[src/sv/uam_pkg.sv]
// ----------------------------------------------------------------------------
// uam_pkg
// shared codes, widths and control structs for the adjacency matrix block
// ----------------------------------------------------------------------------
package uam_pkg;

    localparam int VERTEX_W = 5;
    localparam int COUNT_W  = 6;
    localparam int STATUS_W = 2;
    localparam int CMD_W    = 2;

    // command codes
    localparam logic [CMD_W-1:0] CMD_ADD   = 2'd0;
    localparam logic [CMD_W-1:0] CMD_QUERY = 2'd1;
    localparam logic [CMD_W-1:0] CMD_LIST  = 2'd2;
    localparam logic [CMD_W-1:0] CMD_CLEAR = 2'd3;

    // status codes
    localparam logic [STATUS_W-1:0] ST_OK    = 2'd0;
    localparam logic [STATUS_W-1:0] ST_RANGE = 2'd1;
    localparam logic [STATUS_W-1:0] ST_SELF  = 2'd2;
    localparam logic [STATUS_W-1:0] ST_DUP   = 2'd3;

    // result kinds driven by the controller
    localparam logic [1:0] EMIT_NONE     = 2'd0;
    localparam logic [1:0] EMIT_STATUS   = 2'd1;
    localparam logic [1:0] EMIT_OK       = 2'd2;
    localparam logic [1:0] EMIT_NEIGHBOR = 2'd3;

    // controller to datapath
    typedef struct packed {
        logic       load;       // latch command fields, read row a
        logic       rd_sel_b;   // read row b
        logic       clear_all;  // drop every row
        logic       wr_a;       // write row a with bit b set
        logic       wr_b;       // write row b with bit a set
        logic       load_scan;  // start a neighbor scan
        logic       step_scan;  // retire the highest neighbor
        logic [1:0] emit;       // result kind
    } t_dp_cmd;

    // datapath to controller
    typedef struct packed {
        logic [CMD_W-1:0] cmd;
        logic             oor;
        logic             self_loop;
        logic             dup;
        logic             scan_empty;
        logic             scan_last;
    } t_dp_status;

endpackage

[src/sv/uam_ram.sv]
// ----------------------------------------------------------------------------
// uam_ram
// generic simple dual port ram, one write and one registered read port
// ----------------------------------------------------------------------------
module uam_ram #(
    parameter int WIDTH = 32,
    parameter int DEPTH = 32
) (
    input  logic                     i_clk,
    input  logic                     i_wr_en,
    input  logic [$clog2(DEPTH)-1:0] i_wr_addr,
    input  logic [WIDTH-1:0]         i_wr_data,
    input  logic [$clog2(DEPTH)-1:0] i_rd_addr,
    output logic [WIDTH-1:0]         o_rd_data
);

    logic [WIDTH-1:0] r_mem [DEPTH];
    logic [WIDTH-1:0] r_rd_data;

    always_ff @(posedge i_clk) begin
        if (i_wr_en) begin
            r_mem[i_wr_addr] <= i_wr_data;
        end
        r_rd_data <= r_mem[i_rd_addr];
    end

    assign o_rd_data = r_rd_data;

endmodule

[src/sv/uam_ctrl.sv]
// ----------------------------------------------------------------------------
// uam_ctrl
// command sequencer: evaluate, mirror write, neighbor scan
// ----------------------------------------------------------------------------
module uam_ctrl (
    input  logic                i_clk,
    input  logic                i_rst_n,
    input  logic                i_start,
    output logic                o_busy,
    output uam_pkg::t_dp_cmd    o_cmd,
    input  uam_pkg::t_dp_status i_status
);
    import uam_pkg::*;

    localparam logic [1:0] S_IDLE = 2'd0;
    localparam logic [1:0] S_EVAL = 2'd1;
    localparam logic [1:0] S_WRB  = 2'd2;
    localparam logic [1:0] S_LIST = 2'd3;

    logic [1:0] r_state;
    logic [1:0] n_state;
    t_dp_cmd    cmd;

    always_comb begin
        n_state = r_state;
        cmd     = '0;
        unique case (r_state)
            S_IDLE: begin
                if (i_start) begin
                    cmd.load = 1'b1;
                    n_state  = S_EVAL;
                end
            end
            S_EVAL: begin
                n_state = S_IDLE;
                unique case (i_status.cmd)
                    CMD_CLEAR: begin
                        cmd.clear_all = 1'b1;
                        cmd.emit      = EMIT_OK;
                    end
                    CMD_LIST: begin
                        if (i_status.oor) begin
                            cmd.emit = EMIT_STATUS;
                        end else if (i_status.scan_empty) begin
                            cmd.emit = EMIT_OK;
                        end else begin
                            cmd.load_scan = 1'b1;
                            n_state       = S_LIST;
                        end
                    end
                    CMD_QUERY: begin
                        cmd.emit = EMIT_STATUS;
                    end
                    CMD_ADD: begin
                        if (i_status.oor || i_status.self_loop || i_status.dup) begin
                            cmd.emit = EMIT_STATUS;
                        end else begin
                            cmd.wr_a     = 1'b1;
                            cmd.rd_sel_b = 1'b1;
                            n_state      = S_WRB;
                        end
                    end
                    default: begin
                        cmd.emit = EMIT_STATUS;
                    end
                endcase
            end
            S_WRB: begin
                cmd.wr_b = 1'b1;
                cmd.emit = EMIT_OK;
                n_state  = S_IDLE;
            end
            S_LIST: begin
                cmd.emit      = EMIT_NEIGHBOR;
                cmd.step_scan = 1'b1;
                if (i_status.scan_last) begin
                    n_state = S_IDLE;
                end
            end
            default: begin
                n_state = S_IDLE;
            end
        endcase
    end

    always_ff @(posedge i_clk) begin
        if (!i_rst_n) begin
            r_state <= S_IDLE;
        end else begin
            r_state <= n_state;
        end
    end

    assign o_busy = (r_state != S_IDLE);
    assign o_cmd  = cmd;

    a_start_eval: assert property (@(posedge i_clk) disable iff (!i_rst_n)
        (r_state == S_IDLE && i_start) |=> (r_state == S_EVAL))
        else $error("accepted command did not enter evaluation");

    a_wrb_after_eval: assert property (@(posedge i_clk) disable iff (!i_rst_n)
        (r_state == S_WRB) |-> ($past(r_state) == S_EVAL))
        else $error("mirror write without a first row write");

    a_list_holds: assert property (@(posedge i_clk) disable iff (!i_rst_n)
        (r_state == S_LIST && !i_status.scan_last) |=> (r_state == S_LIST))
        else $error("neighbor scan ended before its last beat");

endmodule

[src/sv/uam_dp.sv]
// ----------------------------------------------------------------------------
// uam_dp
// row store, range checks, neighbor scan and result register
// ----------------------------------------------------------------------------
module uam_dp #(
    parameter int MAX_VERTICES = 32
) (
    input  logic                          i_clk,
    input  logic                          i_rst_n,
    input  uam_pkg::t_dp_cmd              i_cmd,
    output uam_pkg::t_dp_status           o_status,
    input  logic [uam_pkg::COUNT_W-1:0]   i_vertex_count,
    input  logic [uam_pkg::CMD_W-1:0]     i_command,
    input  logic [uam_pkg::VERTEX_W-1:0]  i_vertex_a,
    input  logic [uam_pkg::VERTEX_W-1:0]  i_vertex_b,
    output logic                          o_strobe,
    output logic [uam_pkg::STATUS_W-1:0]  o_status_code,
    output logic                          o_edge_present,
    output logic [uam_pkg::VERTEX_W-1:0]  o_neighbor_vertex,
    output logic                          o_neighbor_valid,
    output logic                          o_last
);
    import uam_pkg::*;

    localparam int AW = $clog2(MAX_VERTICES);
    localparam int VW = (AW > VERTEX_W) ? AW : VERTEX_W;
    localparam int NW = COUNT_W + 1;

    logic [CMD_W-1:0]        r_cmd;
    logic [VERTEX_W-1:0]     r_a;
    logic [VERTEX_W-1:0]     r_b;
    logic [AW-1:0]           r_rd_addr;
    logic [MAX_VERTICES-1:0] r_valid;
    logic [MAX_VERTICES-1:0] r_scan;

    logic                    r_strobe;
    logic [STATUS_W-1:0]     r_status;
    logic                    r_present;
    logic [VERTEX_W-1:0]     r_nbr;
    logic                    r_nbr_valid;
    logic                    r_last;

    logic [VW-1:0]           in_a_ext;
    logic [VW-1:0]           a_ext;
    logic [VW-1:0]           b_ext;
    logic [AW-1:0]           a_addr;
    logic [AW-1:0]           b_addr;
    logic [AW-1:0]           rd_addr;
    logic [MAX_VERTICES-1:0] rd_data;
    logic [MAX_VERTICES-1:0] row_cur;
    logic [NW-1:0]           count_ext;
    logic [NW-1:0]           n_eff;
    logic [MAX_VERTICES-1:0] mask;
    logic [MAX_VERTICES-1:0] bit_a;
    logic [MAX_VERTICES-1:0] bit_b;
    logic [MAX_VERTICES-1:0] top_hot;
    logic [VW-1:0]           top_idx;
    logic                    oor;
    logic                    self_loop;
    logic                    edge_ab;
    logic                    scan_last;
    logic                    wr_en;
    logic [AW-1:0]           wr_addr;
    logic [MAX_VERTICES-1:0] wr_data;
    logic [STATUS_W-1:0]     check_status;

    assign in_a_ext = VW'(i_vertex_a);
    assign a_ext    = VW'(r_a);
    assign b_ext    = VW'(r_b);
    assign a_addr   = a_ext[AW-1:0];
    assign b_addr   = b_ext[AW-1:0];

    // read row a on accept, row b while row a is written back
    assign rd_addr = i_cmd.load ? in_a_ext[AW-1:0] : (i_cmd.rd_sel_b ? b_addr : a_addr);

    uam_ram #(
        .WIDTH (MAX_VERTICES),
        .DEPTH (MAX_VERTICES)
    ) u_rows (
        .i_clk     (i_clk),
        .i_wr_en   (wr_en),
        .i_wr_addr (wr_addr),
        .i_wr_data (wr_data),
        .i_rd_addr (rd_addr),
        .o_rd_data (rd_data)
    );

    // a row never written since reset or clear reads as empty
    assign row_cur = r_valid[r_rd_addr] ? rd_data : '0;

    assign count_ext = NW'(i_vertex_count);
    assign n_eff     = (count_ext > NW'(MAX_VERTICES)) ? NW'(MAX_VERTICES) : count_ext;

    always_comb begin
        for (int i = 0; i < MAX_VERTICES; i++) begin
            mask[i]  = (NW'(i) < n_eff);
            bit_a[i] = (a_ext == VW'(i));
            bit_b[i] = (b_ext == VW'(i));
        end
    end

    assign oor       = (NW'(r_a) >= n_eff) || ((r_cmd != CMD_LIST) && (NW'(r_b) >= n_eff));
    assign self_loop = (r_a == r_b);
    assign edge_ab   = |(row_cur & bit_b);

    // highest pending neighbor
    always_comb begin
        top_hot = '0;
        top_idx = '0;
        for (int i = 0; i < MAX_VERTICES; i++) begin
            if (r_scan[i]) begin
                top_hot    = '0;
                top_hot[i] = 1'b1;
                top_idx    = VW'(i);
            end
        end
    end

    assign scan_last = ((r_scan & ~top_hot) == '0);

    assign wr_en   = i_cmd.wr_a || i_cmd.wr_b;
    assign wr_addr = i_cmd.wr_b ? b_addr : a_addr;
    assign wr_data = row_cur | (i_cmd.wr_b ? bit_a : bit_b);

    always_comb begin
        if (oor) begin
            check_status = ST_RANGE;
        end else if (r_cmd == CMD_ADD && self_loop) begin
            check_status = ST_SELF;
        end else if (r_cmd == CMD_ADD && edge_ab) begin
            check_status = ST_DUP;
        end else begin
            check_status = ST_OK;
        end
    end

    always_ff @(posedge i_clk) begin
        if (i_cmd.load) begin
            r_cmd <= i_command;
            r_a   <= i_vertex_a;
            r_b   <= i_vertex_b;
        end
        r_rd_addr <= rd_addr;
        if (i_cmd.load_scan) begin
            r_scan <= row_cur & mask;
        end else if (i_cmd.step_scan) begin
            r_scan <= r_scan & ~top_hot;
        end
        unique case (i_cmd.emit)
            EMIT_STATUS: begin
                r_status    <= check_status;
                r_present   <= (r_cmd == CMD_QUERY) && !oor && edge_ab;
                r_nbr       <= '0;
                r_nbr_valid <= 1'b0;
                r_last      <= 1'b1;
            end
            EMIT_OK: begin
                r_status    <= ST_OK;
                r_present   <= 1'b0;
                r_nbr       <= '0;
                r_nbr_valid <= 1'b0;
                r_last      <= 1'b1;
            end
            EMIT_NEIGHBOR: begin
                r_status    <= ST_OK;
                r_present   <= 1'b0;
                r_nbr       <= top_idx[VERTEX_W-1:0];
                r_nbr_valid <= 1'b1;
                r_last      <= scan_last;
            end
            EMIT_NONE: begin
            end
        endcase
    end

    always_ff @(posedge i_clk) begin
        if (!i_rst_n) begin
            r_valid  <= '0;
            r_strobe <= 1'b0;
        end else begin
            r_strobe <= (i_cmd.emit != EMIT_NONE);
            if (i_cmd.clear_all) begin
                r_valid <= '0;
            end else if (wr_en) begin
                r_valid[wr_addr] <= 1'b1;
            end
        end
    end

    assign o_status.cmd        = r_cmd;
    assign o_status.oor        = oor;
    assign o_status.self_loop  = self_loop;
    assign o_status.dup        = edge_ab;
    assign o_status.scan_empty = ((row_cur & mask) == '0);
    assign o_status.scan_last  = scan_last;

    assign o_strobe          = r_strobe;
    assign o_status_code     = r_status;
    assign o_edge_present    = r_present;
    assign o_neighbor_vertex = r_nbr;
    assign o_neighbor_valid  = r_nbr_valid;
    assign o_last            = r_last;

    a_first_write_legal: assert property (@(posedge i_clk) disable iff (!i_rst_n)
        i_cmd.wr_a |-> (!oor && !self_loop && !edge_ab))
        else $error("row written for an add that failed its checks");

    a_clear_empties: assert property (@(posedge i_clk) disable iff (!i_rst_n)
        i_cmd.clear_all |=> (r_valid == '0))
        else $error("clear left a row marked as written");

endmodule

[src/sv/undirected_adjacency_matrix.sv]
// ----------------------------------------------------------------------------
// undirected_adjacency_matrix
// symmetric bit matrix graph store with add, query, neighbor listing, clear
// ----------------------------------------------------------------------------
// results: registered at the end of the evaluate state, for a good add at the end
//   of the mirror write state, for a listing from each neighbor scan state
// commands: a new one is accepted only in idle; a good add writes row a and
//   then row b (one row ram port, so the two mirrored rows are written in turn)
// listing: one beat per neighbor, or a single ok beat when the row is empty
// reset: synchronous, clears every row and sets vertex_count to 32
// results go out on o_strobe for one cycle and cannot be stalled
module undirected_adjacency_matrix #(
    parameter int MAX_VERTICES = 32
) (
    input  logic                          i_clk,
    input  logic                          i_rst_n,

    // command channel
    input  logic                          start,
    output logic                          busy,
    input  logic [uam_pkg::CMD_W-1:0]     i_command,
    input  logic [uam_pkg::VERTEX_W-1:0]  i_vertex_a,
    input  logic [uam_pkg::VERTEX_W-1:0]  i_vertex_b,

    // result channel
    output logic                          o_strobe,
    output logic [uam_pkg::STATUS_W-1:0]  o_status,
    output logic                          o_edge_present,
    output logic [uam_pkg::VERTEX_W-1:0]  o_neighbor_vertex,
    output logic                          o_neighbor_valid,
    output logic                          o_last,

    // register port
    input  logic                          psel,
    input  logic                          penable,
    input  logic                          pwrite,
    input  logic [2:0]                    paddr,
    input  logic [31:0]                   pwdata,
    output logic [31:0]                   prdata,
    output logic                          pready
);
    import uam_pkg::*;

    localparam logic       REG_VERTEX_COUNT = 1'b0;
    localparam logic [COUNT_W-1:0] COUNT_RESET = 6'd32;

    logic [COUNT_W-1:0] r_vertex_count;
    logic               reg_idx;
    logic               wr_strobe;
    t_dp_cmd            dp_cmd;
    t_dp_status         dp_status;

    // register index is the word address, one register at word 0
    assign reg_idx   = paddr[2];
    assign pready    = 1'b1;
    assign wr_strobe = psel && penable && pwrite;

    always_ff @(posedge i_clk) begin
        if (!i_rst_n) begin
            r_vertex_count <= COUNT_RESET;
        end else if (wr_strobe && reg_idx == REG_VERTEX_COUNT) begin
            r_vertex_count <= pwdata[COUNT_W-1:0];
        end
    end

    // reads of unmapped words return zero
    assign prdata = (reg_idx == REG_VERTEX_COUNT) ? 32'(r_vertex_count) : '0;

    // sequencer: idle, evaluate, mirror write, neighbor scan
    uam_ctrl u_ctrl (
        .i_clk    (i_clk),
        .i_rst_n  (i_rst_n),
        .i_start  (start),
        .o_busy   (busy),
        .o_cmd    (dp_cmd),
        .i_status (dp_status)
    );

    // row ram, checks and result register
    uam_dp #(
        .MAX_VERTICES (MAX_VERTICES)
    ) u_dp (
        .i_clk             (i_clk),
        .i_rst_n           (i_rst_n),
        .i_cmd             (dp_cmd),
        .o_status          (dp_status),
        .i_vertex_count    (r_vertex_count),
        .i_command         (i_command),
        .i_vertex_a        (i_vertex_a),
        .i_vertex_b        (i_vertex_b),
        .o_strobe          (o_strobe),
        .o_status_code     (o_status),
        .o_edge_present    (o_edge_present),
        .o_neighbor_vertex (o_neighbor_vertex),
        .o_neighbor_valid  (o_neighbor_valid),
        .o_last            (o_last)
    );

endmodule

[config.mk]
export PLATFORM = sky130hd
export DESIGN_NAME = undirected_adjacency_matrix
export DESIGN_NICKNAME = d
export VERILOG_FILES = /design/src/sv/uam_pkg.sv /design/src/sv/uam_ram.sv /design/src/sv/uam_ctrl.sv /design/src/sv/uam_dp.sv /design/src/sv/undirected_adjacency_matrix.sv
export SDC_FILE = /design/constraint.sdc
export NUM_CORES = 2
export LEC_CHECK = 0
export BUFFER_PORTS_ARGS = -buffer_cell sky130_fd_sc_hd__buf_4
export CORE_ASPECT_RATIO = 1.75
export CORE_UTILIZATION = 40
export CTS_BUF_LIST = sky130_fd_sc_hd__clkbuf_8
export DETAILED_ROUTE_END_ITERATION = 7
export PLACE_DENSITY = 0.63
export SYNTH_ARGS = -nofsm -noshare
export SYNTH_HDL_FRONTEND = slang
export SYNTH_SLANG_ARGS = --single-unit
[constraint.sdc]
create_clock -name i_clk -period 8.54 [get_ports i_clk]
set_input_delay 0.854 -clock i_clk [delete_from_list [all_inputs] [get_ports i_clk]]
set_output_delay 0.854 -clock i_clk [all_outputs]
set_load 0.005 [all_outputs]
==> After elaboration in Yosys (flattened, before gate mapping) <==
Memories as Yosys holds them, arrays and structs flattened. A register that Yosys moved wholly into a read port is not among the register bits.
Index checks and enable logic that the tools add are counted.
{ "word_totals": {"ramBits": 1024, "ff_bits": 100, "output_inout_bits": 45, "elab_cells": 276, "in_bits": 53, "n_memories": 1} }
{ "classes": {"magnitude_cmp": 38, "n_eq_ne": 75, "bitwise": 8, "muxes": 110, "reduce_logical": 30} }
{ "mem_list": {"columns": ["name", "depth", "word_bits", "rd", "rd_ports_with_merged_regs", "wr", "line_no", "rtl"], "rows": [
  ["u_dp.u_rows.r_mem", 32, 32, 1, 1, 1, "uam_ram.sv:17", "logic [WIDTH-1:0] r_mem [DEPTH];"]
]} }
{ "ops": {"columns": ["cell", "count"], "rows": [
  ["$eq A5 B5 Y1 const B", 32],
  ["$mux W32", 5],
  ["$lt A5 B7 Y1 const A", 16],
  ["$mux W5", 20],
  ["$and A32 B32 Y32", 3],
  ["$eq A5 B4 Y1 const B", 16],
  ["$logic_not A32 Y1", 2],
  ["$or A32 B32 Y32", 2],
  ["$lt A4 B7 Y1 const A", 8],
  ["$eq A5 B3 Y1 const B", 8],
  ["$mux W4", 9],
  ["$not A32 Y32", 1],
  ["$reduce_or A32 Y1", 1],
  ["$mux W31", 1],
  ["$mux W30", 1],
  ["$mux W29", 1],
  ["$lt A3 B7 Y1 const A", 4],
  ["$mux W28", 1],
  ["$mux W27", 1],
  ["$mux W2", 13],
  ["$mux W26", 1],
  ["$mux W25", 1],
  ["$mux W24", 1],
  ["$mux W23", 1],
  ["other kinds (48)", 112]
]} }

==> Logic depth before layout (Yosys ltp) <==
{ "logic_depth": {"ltp_word": 37, "mapped_depth": 20, "ltp_nobuf": 14} }

==> Cells and area by module <==
Synthesis repeated with hierarchy kept, for this count alone.
{ "unflattened": {"hier_cells": 3113, "area_unflattened_um2": 47598.2} }
{ "by_module_without_submodules": {"columns": ["mod", "seq_area_each_um2", "cells_per_inst", "n_inst", "area_per_inst_um2"], "rows": [
  ["uam_ram", 31390.1, 2260, 1, 40487.6],
  ["uam_dp", 2382.3, 768, 1, 6396.1],
  ["undirected_adjacency_matrix", 120.1, 62, 1, 518.0],
  ["uam_ctrl", 40.0, 23, 1, 196.4]
]} }

==> Least setup slack after synthesis <==
No wires, ideal clock.
{ "synth_timing": {"path_type": "reg2reg", "startpoint": "register r_vertex_count[5]", "endpoint": "memory u_dp.u_rows.r_mem[11][0], enable pin", "t_arrival_ns": 3.934, "required_ns": 8.117, "path_buffers": 1, "stages_incl_launch_ff": 11, "slack_ns": 4.183, "path_cell_list": "dfxtp_1 clkbuf_1 nor2b_1 ha_1 nand2b_1 a211oi_1 o21ai_0 a221o_1 nor2b_1 a32oi_1 nor2_1"} }
{ "synth_between": {"elab_chain_len": 13, "word_cells_on_any_way": 14} }
{ "synth_rtl": {"columns": ["element", "line_no", "rtl"], "rows": [
  ["from (decl)", "undirected_adjacency_matrix.sv:47", "logic [COUNT_W-1:0] r_vertex_count;"],
  ["from (signal assigned)", "undirected_adjacency_matrix.sv:62", "r_vertex_count <= pwdata[COUNT_W-1:0];"],
  ["$gt A6 B6 Y1", "uam_dp.sv:92", "assign n_eff = (count_ext > NW'(MAX_VERTICES)) ? NW'(MAX_VERTICES) : count_ext;"],
  ["$mux W6 *", "uam_dp.sv:92", null],
  ["$ge A5 B7 Y1", "uam_dp.sv:102", "assign oor = (NW'(r_a) >= n_eff) || ((r_cmd != CMD_LIST) && (NW'(r_b) >= n_eff));"],
  ["$logic_and A1 B1 Y1", "uam_dp.sv:102", null],
  ["$logic_or A1 B1 Y1 *", "uam_dp.sv:102", null],
  ["$logic_or A1 B1 Y1 * (2 in series)", "uam_ctrl.sv:55", "if (i_status.oor || i_status.self_loop || i_status.dup) begin"],
  ["$mux W1 *", "uam_ctrl.sv:55", null],
  ["$mux W1 *", "uam_ctrl.sv:36", "unique case (i_status.cmd)"],
  ["$mux W3 *", "uam_ctrl.sv:27", "unique case (r_state)"],
  ["$logic_or A1 B1 Y1 *", "uam_dp.sv:121", "assign wr_en = i_cmd.wr_a || i_cmd.wr_b;"],
  ["$mux W1 *", "uam_ram.sv:21", "if (i_wr_en) begin"],
  ["$mux W1 (not written as such) *", "uam_ram.sv:22", "r_mem[i_wr_addr] <= i_wr_data;"],
  ["to (decl)", "uam_ram.sv:17", null]
]} }
Every way passes the cells marked *; elsewhere a longest branch is shown, timed or not.

==> Worst setup path in the final report <==
{ "layout_timing": {"startpoint": "register u_dp.r_b[2] (netlist: u_dp.b_addr[2])", "endpoint": "register u_dp.u_rows.r_rd_data[25] (netlist: u_dp.u_rows.o_rd_data[25]), read port of u_dp.u_rows.r_mem"} }
{ "layout_between": {"elab_chain_len": 10, "word_cells_on_any_way": 45} }
{ "layout_rtl": {"columns": ["element", "line_no", "rtl"], "rows": [
  ["from (decl)", "uam_dp.sv:31", "logic [VERTEX_W-1:0] r_b;"],
  ["from (signal assigned)", "uam_dp.sv:141", "r_b <= i_vertex_b;"],
  ["$ge A5 B7 Y1", "uam_dp.sv:102", null],
  ["$logic_and A1 B1 Y1", "uam_dp.sv:102", null],
  ["$logic_or A1 B1 Y1", "uam_dp.sv:102", null],
  ["$logic_or A1 B1 Y1 (2 in series)", "uam_ctrl.sv:55", null],
  ["$mux W1", "uam_ctrl.sv:55", null],
  ["$mux W1", "uam_ctrl.sv:36", null],
  ["$mux W3", "uam_ctrl.sv:27", null],
  ["$mux W5 * (2 in series)", "uam_dp.sv:74", "assign rd_addr = i_cmd.load ? in_a_ext[AW-1:0] : (i_cmd.rd_sel_b ? b_addr : a_addr);"],
  ["to (decl)", "uam_ram.sv:18", "logic [WIDTH-1:0] r_rd_data;"]
]} }
Marked as above.
A chain may end at the register's enable or synchronous reset.

==> impl_metrics.yaml <==
synthesis:
  synthArstFlopShare_pct: 0
  synth_edf_count: 1078
  yosysMostFrequentCell: "edfxtp_1"
  yosys.area_share.simple_pct: 13.24
  ys_warn_count: 0
  synthTopCellsByCount: "edfxtp_1, nand2_1, a21oi_1, nand3_1, nor2_1"
  syn_inst: 3674
  yosys-top-cells-area: "edfxtp_1, nand2_1, dfxtp_1"
  synth_compound_gate_area_share_pct: 10.40
  ys.flop_type: "edfxtp_1"
  synth_top_cell_area_share_pct: 68.25
  synth.area.mux_share_pct: 1.417
  ys_ff_latch: 1156
  synth_xor_xnor_area_share_pct: 0.09233
  synth-adder-area-share_pct: 0.3904
  avgSynthCellArea_um2: 12.91
  seq_area_frac_synth_pct: 71.55
  synth_area_um2: 47430
  synth_largest_area_cell: "edfxtp_1"
  ys_types: 79
  synth_top_family_by_area: "simple AND/OR/NAND/NOR gates"
floorplan:
  rows: 166
  die_w_um: 262.3
  die_area_um2: 120000
  ioPinCount: 98
  start_util_pct: 40.42
  core_um2: 117400
  die_h_um: 457.5
power_and_ir_drop:
  p_per_area_nw_per_um2: 247.0
  power.clock.fraction_pct: 30.4
  max-vdd-ir-drop_mv: 0.1197
  switching_share_pct: 29.19
  p_switching_mw: 3.784
  combPwrFrac_pct: 16.2
  power_frac_seq_pct: 53.4
  p_int_mw: 9.182
  leakage_nw: 18.10
global_routing:
  grt_pass1_wl_um: 191400
  antenna_found_initial: 2
  grtUsageTotal_pct: 21.42
  grt_pass1_vias: 30500
  grt_max_degree: 163
  gr-total-overflow: 0
detailed_routing:
  drt-pass1-iter-count: 6
  vias: 30540
  finalWirelength_um: 130200
  drc: 0
  drt_iter0_markers: 2652
  routed_via_density: 5.709
  routedWlPerCell_um: 24.34
  antenna_left: 0
sta:
  fmaxAchievable_mhz: 160.3
  setup_viol: 0
  worst_clock_skew_ns: 0.04441
  finalHoldViolations: 0
  drv_slew: 0
  timing.final.crit_share_pct: 73.04
  maxSlewHeadroom_pct: 8.585
  fin_crit_ns: 6.237
  setup_total_negative_slack_ns: 0
  rsz0062_at_grt: "false"
  worstMarginPinSlew_ns: 1.371
  whs_ns: 0.2162
setup_path:
  critPathLaunchType: "flip-flop"
  critical_path_class: "reg2reg"
  arrival_ns: 6.89
  r2r-end: "u_dp.u_rows.o_rd_data[25]"
  rrSetupSlack_ns: 2.30
  worstPathRequired_ns: 9.20
  cp_max_fo: 162
  reg2reg_from: "u_dp.b_addr[2]"
  r2r_cells: 13
  cp-end-kind: "flip-flop"
clocking:
  cts_buffer_depth: 3
  hold_buffers: 0
  h-tree-depth: 4
  clockRootBuffer: "clkbuf_8"
  cts_buffers: 150
  cts_tree: "built"
  ctsResizeCount: 0
  cts.sinks: 1156
  postCtsSetupRepairBufs: 0
  path_clk_slew_ns: 0.07
  clock_latency_ns: 0.83
worst_hold_path:
  worstHoldPathCells: 2
  hold_class: "in2reg"
  hold_end: "r_vertex_count[5]"
  hp-start: "i_rst_n"
finish:
  areaGrowthSynthToFinish_pct: 10.70
  drive_gt1_share_pct: 11.63
  final_nets: 3783
flow_run:
  cap_violations: 0
placement:
  numPortBuffers: 42
  dp_hpwl_um: 74240
  place.gp.congestion: 0.9329
status:
  outcome: "finished clean"
-- registers in the layout, summed over array words and instances, names as in the netlist, 2 cells and up --
signal,count
u_dp.u_rows.r_mem,1024
u_dp.r_scan,32
u_dp.r_valid,32
u_dp.u_rows.o_rd_data,32
r_vertex_count,6
u_dp.a_addr,5
u_dp.b_addr,5
u_dp.o_neighbor_vertex,5
u_dp.r_rd_addr,5
u_ctrl.r_state,2
u_dp.o_status_code,2
u_dp.r_cmd,2
-- cells by family (layout without fill, tap and decap cells) --
kind of cell | after synthesis | after routing
AND/OR/NAND/NOR | 1463 | 1463
flip-flops | 1156 | 1156
AO/OA/AOI/OAI | 681 | 681
buffers and inverters | 286 | 423
multiplexers | 65 | 65
adder cells (fa/ha/maj) | 16 | 16
XOR/XNOR | 5 | 5
other | 2 | 28
-- power by group through the flow --
stage,sequential [mW],combinational [mW],clock (mW)
6_report,6.92,2.11,3.94
5_1_grt,6.92,2.26,4.21
4_1_cts,6.91,2.10,4.01
3_5_place_dp,7.03,2.09,0
3_3_place_gp,7.03,2.06,0
2_1_floorplan,6.90,1.33,0
-- per-layer routing --
metal | global-route usage (%) | up-vias | wire length [µm]
met1 | 23.43 | 15180 | 46650
li1 | - | 13780 | -
met4 | 12.17 | 0 | 7109
met5 | 0 | - | 0
met3 | 3.220 | 332 | 7795
met2 | 39.35 | 1241 | 68640
-- worst max-delay path: stages (launching register included) --
cell and delay, ns:
edfxtp_1 0.97, and2_0 0.54, a221oi_1 0.19, a32o_1 0.30, a211o_1 0.34, a211o_1 0.53
mux2_8 0.57, clkinv_8 0.61, buf_4 0.61, mux2i_1 0.25, a32oi_1 0.09, a32o_1 0.31
a221oi_1 0.57, a2111oi_2 0.09
-- area by class of cell --
cell class	instances	area (µm²)
Antenna cell	1	2.502
Clock buffer	156	2147
Clock inverter	112	693.2
Fill cell	10370	64850
Inverter	26	117.6
Multi-Input combinational cell	2257	12670
Sequential cell	1156	33930
Tap cell	1512	1892
Timing Repair Buffer	129	1044
-- cells in the final DEF, fill, tap and decap left out, drive strengths merged, types with 34 or more instances in the layout --
| cell type | instances |
|---|---|
| buf | 129 |
| o21ai | 106 |
| mux2i | 60 |
| a221oi | 36 |
| edfxtp | 1078 |
| nor2 | 154 |
| a221o | 44 |
| a31oi | 74 |
| nand3 | 176 |
| a32oi | 40 |
| clkbuf | 156 |
| clkinv | 49 |
| dfxtp | 78 |
| and3 | 131 |
| inv | 77 |
| a21oi | 181 |
| a2111oi | 34 |
| nand2 | 914 |
-- how the worst max path moves through the flow --
stage                                      endpoint  cells past startpoint               from  slack (ns)
after global routing      u_dp.u_rows.o_rd_data[25]                     15  r_vertex_count[5]        2.01
after detailed placement   u_dp.u_rows.o_rd_data[8]                     13  r_vertex_count[5]        2.41
after CTS                  u_dp.u_rows.o_rd_data[8]                     13  r_vertex_count[5]        2.38
final                     u_dp.u_rows.o_rd_data[25]                     13     u_dp.b_addr[2]        2.30
after floorplan            u_dp.u_rows.r_mem[11][0]                     10  r_vertex_count[5]        4.18
after global placement     u_dp.u_rows.o_rd_data[8]                     13  r_vertex_count[5]        2.41
-- per-stage QoR --
| step | instance area (µm²) | power (mW) | cells | setup slack [ns] | utilization, % |
|---|---|---|---|---|---|
| floorplan | 47520 | 8.227 | 3699 | 4.183 | - |
| global placement | 49660 | 9.090 | 5080 | 2.415 | 42.32 |
| detailed placement | 49660 | 9.124 | 5080 | 2.407 | 42.32 |
| CTS | 52500 | 13.01 | 5348 | 2.380 | 44.74 |
| global route | 52500 | 13.38 | 5349 | 2.013 | 44.74 |
| finish | 52500 | 12.97 | 5349 | 2.303 | 44.74 |
(Power assumes the default switching activity.)
